File: config.mk
export PLATFORM = sky130hd
export DESIGN_NAME = lru_writeback_block_cache_directory
export DESIGN_NICKNAME = d
export VERILOG_FILES = /design/src/rtl/lwbc_pkg.sv /design/src/rtl/lwbc_scan.sv /design/src/rtl/lwbc_sector_mul.sv /design/src/rtl/lru_writeback_block_cache_directory.sv
export SDC_FILE = /design/constraint.sdc
export NUM_CORES = 2
export LEC_CHECK = 0
export BUFFER_PORTS_ARGS = -buffer_cell sky130_fd_sc_hd__buf_2
export CAP_MARGIN = 30
export CELL_PAD_IN_SITES_DETAIL_PLACEMENT = 1
export CELL_PAD_IN_SITES_GLOBAL_PLACEMENT = 1
export CORE_MARGIN = 2
export CORE_UTILIZATION = 25
export CTS_CLUSTER_SIZE = 16
export DETAILED_ROUTE_END_ITERATION = 10
export PLACE_DENSITY_LB_ADDON = 0.1
export SLEW_MARGIN = 20
export SYNTH_ARGS = -nofsm -noshare
export SYNTH_HDL_FRONTEND = slang
export SYNTH_HIERARCHICAL = 1
export SYNTH_SLANG_ARGS = --single-unit
File: constraint.sdc
create_clock -name clk -period 6.01 [get_ports clk]
set_input_delay 1.202 -clock clk [delete_from_list [all_inputs] [get_ports clk]]
set_output_delay 1.202 -clock clk [all_outputs]
set_load 0.05 [all_outputs]
File: src/rtl/lwbc_pkg.sv
`default_nettype none
// ----------------------------------------------------------------------------
// lwbc_pkg
// Shared types and constants of the LRU write-back block cache directory.
// ----------------------------------------------------------------------------
package lwbc_pkg;

    localparam int ENTRIES      = 16;
    localparam int SLOT_W       = $clog2(ENTRIES);
    localparam int SECTOR_SHIFT = 9;              // 512-byte sectors
    localparam int BB_W         = 17;             // block_bytes width
    localparam int SPB_W        = BB_W - SECTOR_SHIFT;
    localparam int TAG_W        = 32;
    localparam int STAMP_W      = 64;
    localparam int PADDR_W      = 3;

    localparam logic [TAG_W-1:0] INVALID_TAG   = 32'hFFFF_FFFF;
    localparam logic [BB_W-1:0]  BB_RESET      = 17'd512;
    localparam logic [SLOT_W-1:0] LAST_SLOT    = SLOT_W'(ENTRIES - 1);

    // request codes
    localparam logic [1:0] OP_READ  = 2'd0;
    localparam logic [1:0] OP_WRITE = 2'd1;
    localparam logic [1:0] OP_FLUSH = 2'd2;
    localparam logic [1:0] OP_NONE  = 2'd3;

    // result kinds
    localparam logic [1:0] KIND_WB    = 2'd0;
    localparam logic [1:0] KIND_LOAD  = 2'd1;
    localparam logic [1:0] KIND_DONE  = 2'd2;
    localparam logic [1:0] KIND_FLUSH = 2'd3;

    // register index of block_bytes
    localparam logic REG_BLOCK_BYTES = 1'b0;

    // running result of a directory scan
    typedef struct packed {
        logic                   match_found;
        logic [SLOT_W-1:0]      match_slot;
        logic [SLOT_W-1:0]      victim_slot;
        logic [TAG_W-1:0]       victim_tag;
        logic                   victim_dirty;
        logic [STAMP_W-1:0]     victim_stamp;
    } scan_result_t;

endpackage
`default_nettype wire

File: src/rtl/lwbc_scan.sv
`default_nettype none
// ----------------------------------------------------------------------------
// lwbc_scan
// Shared tag/stamp compare unit: visits one entry per cycle while en is high, tracking the
// first tag match and the oldest entry (ties keep the lower slot).
// ----------------------------------------------------------------------------
module lwbc_scan
    import lwbc_pkg::*;
(
    input  wire logic                clk,
    input  wire logic                rst_n,
    input  wire logic                en,
    input  wire logic [SLOT_W-1:0]   idx,
    input  wire logic [TAG_W-1:0]    tag,
    input  wire logic [STAMP_W-1:0]  stamp,
    input  wire logic                dirty,
    input  wire logic [TAG_W-1:0]    blk,
    output scan_result_t             res
);

    scan_result_t res_reg;
    scan_result_t res_next;
    logic         first;
    logic         is_match;
    logic         older;

    assign first    = (idx == '0);
    assign is_match = (tag == blk);
    assign older    = (stamp < res_reg.victim_stamp);

    // compare current entry against running best
    always_comb
    begin
        res_next = res_reg;
        if (first)
        begin
            res_next.match_found  = is_match;
            res_next.match_slot   = idx;
            res_next.victim_slot  = idx;
            res_next.victim_tag   = tag;
            res_next.victim_dirty = dirty;
            res_next.victim_stamp = stamp;
        end
        else
        begin
            if (is_match && !res_reg.match_found)
            begin
                res_next.match_found = 1'b1;
                res_next.match_slot  = idx;
            end
            if (older)
            begin
                res_next.victim_slot  = idx;
                res_next.victim_tag   = tag;
                res_next.victim_dirty = dirty;
                res_next.victim_stamp = stamp;
            end
        end
    end

    always_ff @(posedge clk or negedge rst_n)
    begin
        if (!rst_n)
        begin
            res_reg <= '0;
        end
        else if (en)
        begin
            res_reg <= res_next;
        end
    end

    assign res = res_reg;

endmodule
`default_nettype wire

File: src/rtl/lwbc_sector_mul.sv
`default_nettype none
// ----------------------------------------------------------------------------
// lwbc_sector_mul
// Registered block-to-sector multiplier: block * sectors_per_block mod 2^32.
// ----------------------------------------------------------------------------
module lwbc_sector_mul
    import lwbc_pkg::*;
(
    input  wire logic                clk,
    input  wire logic [TAG_W-1:0]    blk,
    input  wire logic [SPB_W-1:0]    spb,
    output logic [TAG_W-1:0]         sector
);

    logic [TAG_W+SPB_W-1:0] product;
    logic [TAG_W-1:0]       sector_reg;

    assign product = {{SPB_W{1'b0}}, blk} * {{TAG_W{1'b0}}, spb};

    // payload register, no reset needed
    always_ff @(posedge clk)
    begin
        sector_reg <= product[TAG_W-1:0];
    end

    assign sector = sector_reg;

endmodule
`default_nettype wire

File: src/rtl/lru_writeback_block_cache_directory.sv
`default_nettype none
// ----------------------------------------------------------------------------
// lru_writeback_block_cache_directory
// Directory and LRU policy of a 16-entry fully associative write-back cache.
// ----------------------------------------------------------------------------
// A request is taken when start is high and busy is low. A read or write
// scans all 16 entries through one compare unit, one entry per cycle, then
// decides: a hit gives a done result; a miss gives a write-back result if
// the LRU victim is dirty, allocates it, gives a load result unless a write
// covers the whole block, then a done result. A flush gives a write-back
// result for each valid dirty entry and clears its dirty bit, then a
// flush-done result. A read or write of an invalid block gets one done
// result, no scan; op 3 gives none. Each result's result_valid is high for
// a single cycle; the receiver must take them, there is no back-pressure.
// ----------------------------------------------------------------------------
module lru_writeback_block_cache_directory
    import lwbc_pkg::*;
(
    input  wire logic                clk,
    input  wire logic                rst_n,
    // request
    input  wire logic                start,
    output logic                     busy,
    input  wire logic [1:0]          op,
    input  wire logic [31:0]         block_id,
    input  wire logic [15:0]         block_offset,
    input  wire logic [16:0]         length,
    // results
    output logic                     result_valid,
    output logic [1:0]               kind,
    output logic [3:0]               slot,
    output logic [31:0]              target_block,
    output logic [31:0]              sector_start,
    output logic [7:0]               sector_count,
    output logic                     hit,
    output logic                     last,
    // configuration
    input  wire logic                psel,
    input  wire logic                penable,
    input  wire logic                pwrite,
    input  wire logic [PADDR_W-1:0]  paddr,
    input  wire logic [31:0]         pwdata,
    output logic [31:0]              prdata,
    output logic                     pready
);

    typedef enum logic [3:0] {
        ST_IDLE,
        ST_SCAN,
        ST_DECIDE,
        ST_WB,
        ST_ALLOC,
        ST_LOAD,
        ST_DONE,
        ST_FL_READ,
        ST_FL_EMIT,
        ST_FL_DONE
    } state_t;

    state_t state_reg;

    // directory
    logic [TAG_W-1:0]    tag_reg   [ENTRIES];
    logic                dirty_reg [ENTRIES];
    logic [STAMP_W-1:0]  stamp_reg [ENTRIES];
    logic [STAMP_W-1:0]  count_reg;

    // request and sequencer
    logic [BB_W-1:0]     block_bytes_reg;
    logic [1:0]          op_reg;
    logic [TAG_W-1:0]    blk_reg;
    logic                full_reg;
    logic [SLOT_W-1:0]   idx_reg;
    logic [SLOT_W-1:0]   slot_sel_reg;
    logic [TAG_W-1:0]    tag_sel_reg;

    // result registers
    logic                rv_reg;
    logic [1:0]          kind_reg;
    logic [SLOT_W-1:0]   slot_reg;
    logic [TAG_W-1:0]    target_reg;
    logic [TAG_W-1:0]    sector_reg;
    logic [SPB_W-1:0]    count_out_reg;
    logic                hit_reg;
    logic                last_reg;

    logic [SPB_W-1:0]    spb;
    logic [TAG_W-1:0]    mul_blk;
    logic [TAG_W-1:0]    mul_sector;
    logic                accept;
    logic                cfg_wr;
    logic                load_needed;
    scan_result_t        scan;

    assign spb     = block_bytes_reg[BB_W-1:SECTOR_SHIFT];
    assign accept  = start && (state_reg == ST_IDLE);
    assign busy    = (state_reg != ST_IDLE);
    assign pready  = 1'b1;
    assign cfg_wr  = psel && penable && pwrite && (paddr[2] == REG_BLOCK_BYTES);
    assign prdata  = (paddr[2] == REG_BLOCK_BYTES) ? {15'd0, block_bytes_reg} : 32'd0;
    assign load_needed = (op_reg == OP_READ) || !full_reg;

    // compare unit over the directory
    lwbc_scan u_scan (
        .clk   (clk),
        .rst_n (rst_n),
        .en    (state_reg == ST_SCAN),
        .idx   (idx_reg),
        .tag   (tag_reg[idx_reg]),
        .stamp (stamp_reg[idx_reg]),
        .dirty (dirty_reg[idx_reg]),
        .blk   (blk_reg),
        .res   (scan)
    );

    // multiplier operand select
    always_comb
    begin
        case (state_reg)
            ST_DECIDE:  mul_blk = scan.victim_tag;
            ST_FL_READ: mul_blk = tag_reg[idx_reg];
            default:    mul_blk = blk_reg;
        endcase
    end

    lwbc_sector_mul u_mul (
        .clk    (clk),
        .blk    (mul_blk),
        .spb    (spb),
        .sector (mul_sector)
    );

    // configuration register
    always_ff @(posedge clk or negedge rst_n)
    begin
        if (!rst_n)
        begin
            block_bytes_reg <= BB_RESET;
        end
        else if (cfg_wr)
        begin
            block_bytes_reg <= pwdata[BB_W-1:0];
        end
    end

    // sequencer, directory and result registers
    always_ff @(posedge clk or negedge rst_n)
    begin
        if (!rst_n)
        begin
            state_reg     <= ST_IDLE;
            for (int i = 0; i < ENTRIES; i++)
            begin
                tag_reg[i]   <= INVALID_TAG;
                dirty_reg[i] <= 1'b0;
                stamp_reg[i] <= '0;
            end
            count_reg     <= '0;
            op_reg        <= OP_READ;
            blk_reg       <= '0;
            full_reg      <= 1'b0;
            idx_reg       <= '0;
            slot_sel_reg  <= '0;
            tag_sel_reg   <= '0;
            rv_reg        <= 1'b0;
            kind_reg      <= KIND_DONE;
            slot_reg      <= '0;
            target_reg    <= '0;
            sector_reg    <= '0;
            count_out_reg <= '0;
            hit_reg       <= 1'b0;
            last_reg      <= 1'b0;
        end
        else
        begin
            rv_reg <= 1'b0;
            case (state_reg)
                ST_IDLE:
                begin
                    if (accept)
                    begin
                        op_reg   <= op;
                        blk_reg  <= block_id;
                        full_reg <= (block_offset == 16'd0) && (length == block_bytes_reg);
                        idx_reg  <= '0;
                        if (op == OP_FLUSH)
                        begin
                            state_reg <= ST_FL_READ;
                        end
                        else if (op != OP_NONE)
                        begin
                            if (block_id == INVALID_TAG)
                            begin
                                // invalid block: single access-done result
                                rv_reg        <= 1'b1;
                                kind_reg      <= KIND_DONE;
                                slot_reg      <= '0;
                                target_reg    <= block_id;
                                sector_reg    <= '0;
                                count_out_reg <= '0;
                                hit_reg       <= 1'b0;
                                last_reg      <= 1'b1;
                            end
                            else
                            begin
                                state_reg <= ST_SCAN;
                            end
                        end
                    end
                end

                ST_SCAN:
                begin
                    idx_reg <= idx_reg + 1'b1;
                    if (idx_reg == LAST_SLOT)
                    begin
                        state_reg <= ST_DECIDE;
                    end
                end

                ST_DECIDE:
                begin
                    if (scan.match_found)
                    begin
                        // hit: refresh, mark dirty on a write
                        stamp_reg[scan.match_slot] <= count_reg;
                        count_reg <= count_reg + 1'b1;
                        if (op_reg == OP_WRITE)
                        begin
                            dirty_reg[scan.match_slot] <= 1'b1;
                        end
                        rv_reg        <= 1'b1;
                        kind_reg      <= KIND_DONE;
                        slot_reg      <= scan.match_slot;
                        target_reg    <= blk_reg;
                        sector_reg    <= '0;
                        count_out_reg <= '0;
                        hit_reg       <= 1'b1;
                        last_reg      <= 1'b1;
                        state_reg     <= ST_IDLE;
                    end
                    else
                    begin
                        slot_sel_reg <= scan.victim_slot;
                        tag_sel_reg  <= scan.victim_tag;
                        if (scan.victim_dirty && (scan.victim_tag != INVALID_TAG))
                        begin
                            state_reg <= ST_WB;
                        end
                        else
                        begin
                            state_reg <= ST_ALLOC;
                        end
                    end
                end

                ST_WB:
                begin
                    rv_reg        <= 1'b1;
                    kind_reg      <= KIND_WB;
                    slot_reg      <= slot_sel_reg;
                    target_reg    <= tag_sel_reg;
                    sector_reg    <= mul_sector;
                    count_out_reg <= spb;
                    hit_reg       <= 1'b0;
                    last_reg      <= 1'b0;
                    state_reg     <= ST_ALLOC;
                end

                ST_ALLOC:
                begin
                    // take the victim for the requested block
                    tag_reg[slot_sel_reg]   <= blk_reg;
                    dirty_reg[slot_sel_reg] <= (op_reg == OP_WRITE) && full_reg;
                    stamp_reg[slot_sel_reg] <= count_reg;
                    count_reg               <= count_reg + 1'b1;
                    state_reg <= load_needed ? ST_LOAD : ST_DONE;
                end

                ST_LOAD:
                begin
                    rv_reg        <= 1'b1;
                    kind_reg      <= KIND_LOAD;
                    slot_reg      <= slot_sel_reg;
                    target_reg    <= blk_reg;
                    sector_reg    <= mul_sector;
                    count_out_reg <= spb;
                    hit_reg       <= 1'b0;
                    last_reg      <= 1'b0;
                    // partial write miss: second access after the load
                    if (op_reg == OP_WRITE)
                    begin
                        dirty_reg[slot_sel_reg] <= 1'b1;
                        stamp_reg[slot_sel_reg] <= count_reg;
                        count_reg               <= count_reg + 1'b1;
                    end
                    state_reg <= ST_DONE;
                end

                ST_DONE:
                begin
                    rv_reg        <= 1'b1;
                    kind_reg      <= KIND_DONE;
                    slot_reg      <= slot_sel_reg;
                    target_reg    <= blk_reg;
                    sector_reg    <= '0;
                    count_out_reg <= '0;
                    hit_reg       <= 1'b0;
                    last_reg      <= 1'b1;
                    state_reg     <= ST_IDLE;
                end

                ST_FL_READ:
                begin
                    if (dirty_reg[idx_reg] && (tag_reg[idx_reg] != INVALID_TAG))
                    begin
                        slot_sel_reg <= idx_reg;
                        tag_sel_reg  <= tag_reg[idx_reg];
                        state_reg    <= ST_FL_EMIT;
                    end
                    else if (idx_reg == LAST_SLOT)
                    begin
                        state_reg <= ST_FL_DONE;
                    end
                    else
                    begin
                        idx_reg <= idx_reg + 1'b1;
                    end
                end

                ST_FL_EMIT:
                begin
                    dirty_reg[slot_sel_reg] <= 1'b0;
                    rv_reg        <= 1'b1;
                    kind_reg      <= KIND_WB;
                    slot_reg      <= slot_sel_reg;
                    target_reg    <= tag_sel_reg;
                    sector_reg    <= mul_sector;
                    count_out_reg <= spb;
                    hit_reg       <= 1'b0;
                    last_reg      <= 1'b0;
                    if (idx_reg == LAST_SLOT)
                    begin
                        state_reg <= ST_FL_DONE;
                    end
                    else
                    begin
                        idx_reg   <= idx_reg + 1'b1;
                        state_reg <= ST_FL_READ;
                    end
                end

                ST_FL_DONE:
                begin
                    rv_reg        <= 1'b1;
                    kind_reg      <= KIND_FLUSH;
                    slot_reg      <= '0;
                    target_reg    <= '0;
                    sector_reg    <= '0;
                    count_out_reg <= '0;
                    hit_reg       <= 1'b0;
                    last_reg      <= 1'b1;
                    state_reg     <= ST_IDLE;
                end

                default:
                begin
                    state_reg <= ST_IDLE;
                end
            endcase
        end
    end

    assign result_valid = rv_reg;
    assign kind         = kind_reg;
    assign slot         = slot_reg;
    assign target_block = target_reg;
    assign sector_start = sector_reg;
    assign sector_count = count_out_reg;
    assign hit          = hit_reg;
    assign last         = last_reg;

endmodule
`default_nettype wire
After elaboration in Yosys (flattened, before gate mapping)
Cells that the tools add are included.
{"block": "word_totals", "reg_bits": 1931, "input_bits": 108, "out_inout_bits": 115, "elab_cells": 277}
{"block": "op_classes", "n_addsub": 2, "multipliers": 1, "n_lt_le_gt_ge": 6, "n_eq_ne": 32, "muxes": 107, "bitwise": 8, "n_reduce_logical": 49}
{"cell": "case mux 1024 bit (3 select lines)", "count": 1}
{"cell": "bitwise mux 1024 bit", "count": 2}
{"cell": "two-way mux 1024 bit", "count": 2}
{"cell": "bitwise mux 512 bit", "count": 1}
{"cell": "demux 64 bit (select 4 bit)", "count": 2}
{"cell": "two-way mux 32 bit", "count": 15}
{"cell": "two-way mux 64 bit", "count": 6}
{"cell": "binary-select mux 64 bit (select 4 bit)", "count": 1}
{"cell": "case mux 64 bit (3 select lines)", "count": 1}
{"cell": "case mux 32 bit (5 select lines)", "count": 1}
{"cell": "binary-select mux 32 bit (select 4 bit)", "count": 1}
{"cell": "demux 32 bit (select 4 bit)", "count": 1}
{"cell": "case mux 32 bit (2 select lines)", "count": 2}
{"cell": "case mux 32 bit (4 select lines)", "count": 1}
{"cell": "two-way mux 106 bit", "count": 1}
{"cell": "two-way mux 101 bit", "count": 1}
{"cell": "two-way mux 4 bit", "count": 18}
{"cell": "adder 64 x 1 -> 64 bit (second input constant)", "count": 1}
{"cell": "< comparator 64 bit", "count": 1}
{"cell": "!= test 32 bit (second input constant)", "count": 2}
{"cell": "case mux 16 bit (4 select lines)", "count": 1}
{"cell": "two-way mux 16 bit", "count": 3}
{"cell": "two-way mux 8 bit", "count": 5}
{"cell": "equality test 32 bit", "count": 1}
{"cell": "56 further kinds", "count": 134}

Logic depth before layout (Yosys ltp)
{"block": "logic_depth", "word_depth": 9, "mapped_depth": 27, "mapped_depth_nobuf": 23}

By module
The synthesis kept the hierarchy.
{"mod": "lru_writeback_block_cache_directory", "instances": 1, "cells_per_inst": 5459, "area_per_inst_um2": 82166.3, "seq_area_each_um2": 45511.1}
{"mod": "lwbc_sector_mul", "instances": 1, "cells_per_inst": 800, "area_per_inst_um2": 7365.8, "seq_area_each_um2": 640.6}
{"mod": "lwbc_scan", "instances": 1, "cells_per_inst": 583, "area_per_inst_um2": 6099.6, "seq_area_each_um2": 2652.5}

Least setup slack after synthesis
No wires, ideal clock.
{"block": "synth_path", "kind": "register to register", "start": "register idx_reg[0]", "end": "register u_mul.sector_reg[29] (netlist: u_mul/sector[29])", "setup_ps": 112, "arrival_time_ps": 6421, "t_required_ps": 5898, "path_slack_ps": -523, "path_stages_with_launch": 27, "path_buffers": 8, "synth_period_minus_slack_ps": 6533, "cell_sequence": "dfrtp_1 buf_2 buf_4 buf_2 buf_2 buf_2 buf_2 clkbuf_1 mux4_2 nand2_1 nand2_1 and2_1 fa_1 fa_1 fa_1 inv_1 fa_1 inv_1 ha_1 buf_2 a21oi_1 o21ai_1 a221oi_2 o21ai_2 o21a_4 o211a_1 a2111oi_1"}
{"block": "synth_via", "elab_chain_cells": 6}
{"item": "start, declared", "line": "lru_writeback_block_cache_directory.sv:73", "rtl": "logic [SLOT_W-1:0] idx_reg;"}
{"item": "start signal, assigned", "line": "lru_writeback_block_cache_directory.sv:214", "rtl": "idx_reg <= idx_reg + 1'b1;"}
{"item": "start signal, assigned", "line": "lru_writeback_block_cache_directory.sv:327", "rtl": "idx_reg <= idx_reg + 1'b1;"}
{"item": "start signal, assigned", "line": "lru_writeback_block_cache_directory.sv:348", "rtl": "idx_reg <= idx_reg + 1'b1;"}
{"item": "inverter 4 -> 5 bit (implied by the code)", "line": "lru_writeback_block_cache_directory.sv:121", "rtl": "ST_FL_READ: mul_blk = tag_reg[idx_reg];"}
{"item": "binary-select mux 32 bit (select 4 bit)", "line": "lru_writeback_block_cache_directory.sv:121"}
{"item": "two-way mux 32 bit (implied by the code) (2 in series)", "line": "lru_writeback_block_cache_directory.sv:121"}
{"item": "case mux 32 bit (2 select lines)", "line": "lru_writeback_block_cache_directory.sv:119", "rtl": "case (state_reg)"}
{"item": "via mul_blk[11]", "line": "lru_writeback_block_cache_directory.sv:88", "rtl": "logic [TAG_W-1:0] mul_blk;"}
{"item": "multiplier 32 x 8 -> 32 bit", "line": "lwbc_sector_mul.sv:18", "rtl": "assign product = {{SPB_W{1'b0}}, blk} * {{TAG_W{1'b0}}, spb};"}
{"item": "via u_mul.product[29]", "line": "lwbc_sector_mul.sv:15", "rtl": "logic [TAG_W+SPB_W-1:0] product;"}
{"item": "end signal, assigned", "line": "lwbc_sector_mul.sv:23", "rtl": "sector_reg <= product[TAG_W-1:0];"}
{"item": "end, declared", "line": "lwbc_sector_mul.sv:16", "rtl": "logic [TAG_W-1:0] sector_reg;"}
The timed path passes the listed nets, and every way through them passes these cells. The select of a mux whose other input is x is not followed.
A chain may end at the register's enable or synchronous reset.

Worst setup path in the final report
{"block": "layout_path", "start": "register idx_reg[2]", "end": "register u_mul.sector_reg[30] (netlist: u_mul/sector[30])"}
The elaborated chain is that of the path after synthesis.

==> impl_metrics.csv <==
group,metric,value,unit
detailed_routing,drt_iter0_markers,2703,
worst_setup_path,cp.required,6810,ps
timing,period_share,103,%
global_routing,grt_pass1_wl,489000,µm
pwr,swShare,40.3,%
final_layout,largest_register_ffs,1024,
timing,rsz0062_at_grt,"yes",
min_path,min_path_type,"input port to async pin",
final_layout,final_cells,12600,
detailed_routing,drt_first_pass_iters,6,
placement,gp_congestion,0.786,
final_layout,area_growth,21.4,%
pwr,p_seq_share,22.7,%
pwr,switchingPower,0.0320,W
timing,tns,-1760,ps
pwr,p_int,0.0475,W
global_routing,use_met2,28.5,%
timing,fin_ws,-197,ps
global_routing,grt_antenna_before_repair,9,
clock_tree,cts_tree,"done",
detailed_routing,routedWlPerCell,26.5,µm
pwr,p_clk_share,18.4,%
synthesis,netlist_area,95600,µm²
global_routing,met1_usage,23.5,%
worst_setup_path,worstPathArrival,7010,ps
worst_setup_path,critPathKind,"flip-flop to flip-flop",
final_layout,nNetsFinal,7688,
placement,dp_hpwl,208000,µm
detailed_routing,vias,59400,
synthesis,yosysWarningCount,6,
global_routing,grt_pass1_vias,66100,
final_layout,fillers,40000,
timing,worst_pin_slew,1090,ps
global_routing,busiest_layer,"met2",
clock_tree,cts_buffers,239,
final_layout,drive_gt1_share,54.0,%
floorplan,die_y,622,µm
synthesis,synth_flop_cell,"dfrtp_1",
detailed_routing,antenna_left,0,
pwr,pwr-share-comb,58.9,%
worst_setup_path,worst_setup_path_start_kind,"flip-flop",
clock_tree,htree_levels,4,
synthesis,synthArstFlopShare,98.3,%
worst_setup_path,cp_common_cell,"fa_1",
worst_setup_path,worst_path_max_delay_cell,"mux4_2",
synthesis,synth.largest_area_cell,"dfrtp_1",
pwr,irDropWorstVdd,0.00103,V
floorplan,ios,223,
timing,period_needed,6210,ps
worst_setup_path,worstPathCellList,"buf_6 > buf_12 > buf_12 > mux4_2 > mux4_2 > nand2_2 > nand2_4 > buf_12 > and2_4 > fa_1 > fa_1 > fa_1 > fa_1 > ha_4 > buf_6 > o211ai_1 > a21oi_1 > a221oi_2 > o221ai_2 > buf_6 > o21ai_2 > a21oi_2 > xor2_1",
run_status,status,"complete, but fails checks",
worst_setup_path,cp_max_fo,9,
floorplan,initial_core_util,25.1,%
final_layout,final_common_cell,"mux2_2",
timing,fmax,0.161,GHz
timing,skew,80.4,ps
placement,dpl.cell_count,12000,
clock_tree,cts_root_buf,"clkbuf_16",
global_routing,globalRouteMet3Util,1.83,%
timing,hold_violations,0,
synthesis,syn_avg_cell_area,14.0,µm²
synthesis,synth_top_area_share,36.2,%
floorplan,die_w,622,µm
synthesis,synth_edf_count,0,
clock_tree,clk_latency,960,ps
global_routing,grt_max_degree,163,
timing,slew_violations,0,
synthesis,ys_seq_elements,1931,
detailed_routing,wl,332000,µm
clock_tree,clk_pin_slew,60,ps
detailed_routing,avgViaCountPerCell,4.73,
floorplan,core_area,381000,µm²
clock_tree,cts_hold_buf,0,
placement,pre_cts_ws,-1140,ps
global_routing,groute.usage.overall,17.0,%
detailed_routing,drc,0,
pwr,powerDensity,685,nW/µm²
global_routing,overflow,0,
clock_tree,cts_sinks,1931,
worst_setup_path,end_kind,"flip-flop",
synthesis,synthTopCellsByArea,"dfrtp_1 36%, mux2_2 19%, dfstp_2 14%, mux4_2 11%, fa_1 3.3%",
final_layout,mostFrequentLayoutCells,"1,598 x mux2_2, 1,382 x dfrtp_1, 514 x dfstp_2, 502 x buf_4, 449 x mux4_2",
synthesis,ys_types,95,
floorplan,die_area,387000,µm²
timing,slew_headroom,27.5,%
timing,setup_viol,15,
worst_setup_path,cp_slowest_stage_delay,610,ps
synthesis,syn_inst,6842,
placement,io_buffers,189,
pwr,leakagePower,51.8,nW
clock_tree,clockBufferDepth,4,
run_status,violations,"negative setup slack",
synthesis,yosysSeqAreaShare,51.0,%
job,maxCapViolations,0,
floorplan,num_rows,227,
==> critical path, delay by kind of cell (launching register included) <==
kind,cells,cell delay (ps)
compound gates,6,910
flops,1,490
simple gates,3,360
fa+ha+maj,5,2310
mux,2,980
xor+xnor,1,140
buf+inv,6,860
==> power groups by stage <==
stage / sequential (W) / clock, W / combinational, W
global placement: 0.0182 / 0 / 0.0393
detailed placement: 0.0183 / 0 / 0.0395
finish: 0.0181 / 0.0146 / 0.0469
CTS: 0.0181 / 0.0152 / 0.0448
global route: 0.0184 / 0.0157 / 0.0512
floorplan: 0.0183 / 0 / 0.0220
==> layer usage <==
metal	part of all wire, %	vias to the layer above	wire (µm)
met4	2.5	4	8370
li1	-	25600	-
met3	2.5	400	8470
met5	0.0084	-	28
met1	47	32600	155000
met2	48	779	160000
==> logic make-up (layout without fill, tap and decap cells) <==
group                    after synthesis  after routing  share of synthesized area, %
AO/OA/AOI/OAI                        577            577                          4.22
AND/OR/NAND/NOR                      950            950                          5.00
adder cells (fa/ha/maj)              261            261                          4.64
multiplexers                        2104           2104                          30.0
buffers and inverters                872           1532                          3.75
other                                  2             21                       0.00785
XOR/XNOR                             145            145                          1.33
flip-flops                          1931           1931                          51.0
==> cells in the mapped netlist (44+ instances only) <==
cell type  count
mux2_2      1600
dfrtp_1     1385
dfstp_2      514
mux4_2       449
clkbuf_1     441
nand2_1      307
inv_1        270
and2_1       202
fa_1         156
nor2_1       145
o21ai_0      135
ha_1         105
xnor2_1      101
a21oi_1       97
buf_1         76
nand4_1       65
a22oi_1       58
o22ai_1       52
nand3_1       49
a22o_1        45
mux2i_1       44
xor2_1        44
==> final cells by class <==
cell class / count / area [µm²] / area share, %
multi-input cells: 4053 / 44900 / 38.7
repair buffers: 823 / 7130 / 6.14
flip-flops and latches: 1931 / 48800 / 42.0
diodes: 5 / 12.5 / 0.0108
clock inverters: 62 / 773 / 0.666
inverters: 271 / 1020 / 0.883
well taps: 5038 / 6300 / 5.43
clock buffers: 376 / 7140 / 6.15
==> worst paths after layout <==
kind / start / end / slack, ps / cells after the start
setup / recovery: idx_reg[2]$_DFFE_PN0P_ / u_mul/sector[30]$_DFF_P_ / -200 / 23
hold / removal: rst_n / sector_start[10]$_DFFE_PN0P_ / 200 / 1
setup reg to reg: idx_reg[2]$_DFFE_PN0P_ / u_mul/sector[30]$_DFF_P_ / -200 / 23
hold reg to reg: u_mul/sector[30]$_DFF_P_ / sector_start[30]$_DFFE_PN0P_ / 440 / 1
max in group asynchronous: rst_n / tag_reg[498]$_DFFE_PN1P_ / 4100 / 3
min in group clk: u_mul/sector[30]$_DFF_P_ / sector_start[30]$_DFFE_PN0P_ / 440 / 1
==> through the flow <==
stage / power, W / hold slack, ps / cell area (µm²) / util, %
3_3_place_gp: 0.0575 / 429 / 105000 / 27.7
4_1_cts: 0.0781 / 244 / 115000 / 30.2
3_5_place_dp: 0.0578 / 438 / 106000 / 27.7
6_report: 0.0796 / 203 / 116000 / 30.4
5_1_grt: 0.0853 / 215 / 116000 / 30.4
2_1_floorplan: 0.0403 / 427 / 95700 / -
==> repair_timing <==
action | CTS | global route
resized for setup | 250 | 158
gates cloned | 5 | 1
pin swaps | 90 | 107
endpoints found under the hold margin | 0 | 0
endpoints found under the setup margin | 24 | 53
buffers inserted | 48 | 50
Power figures use the tool's default switching activity.
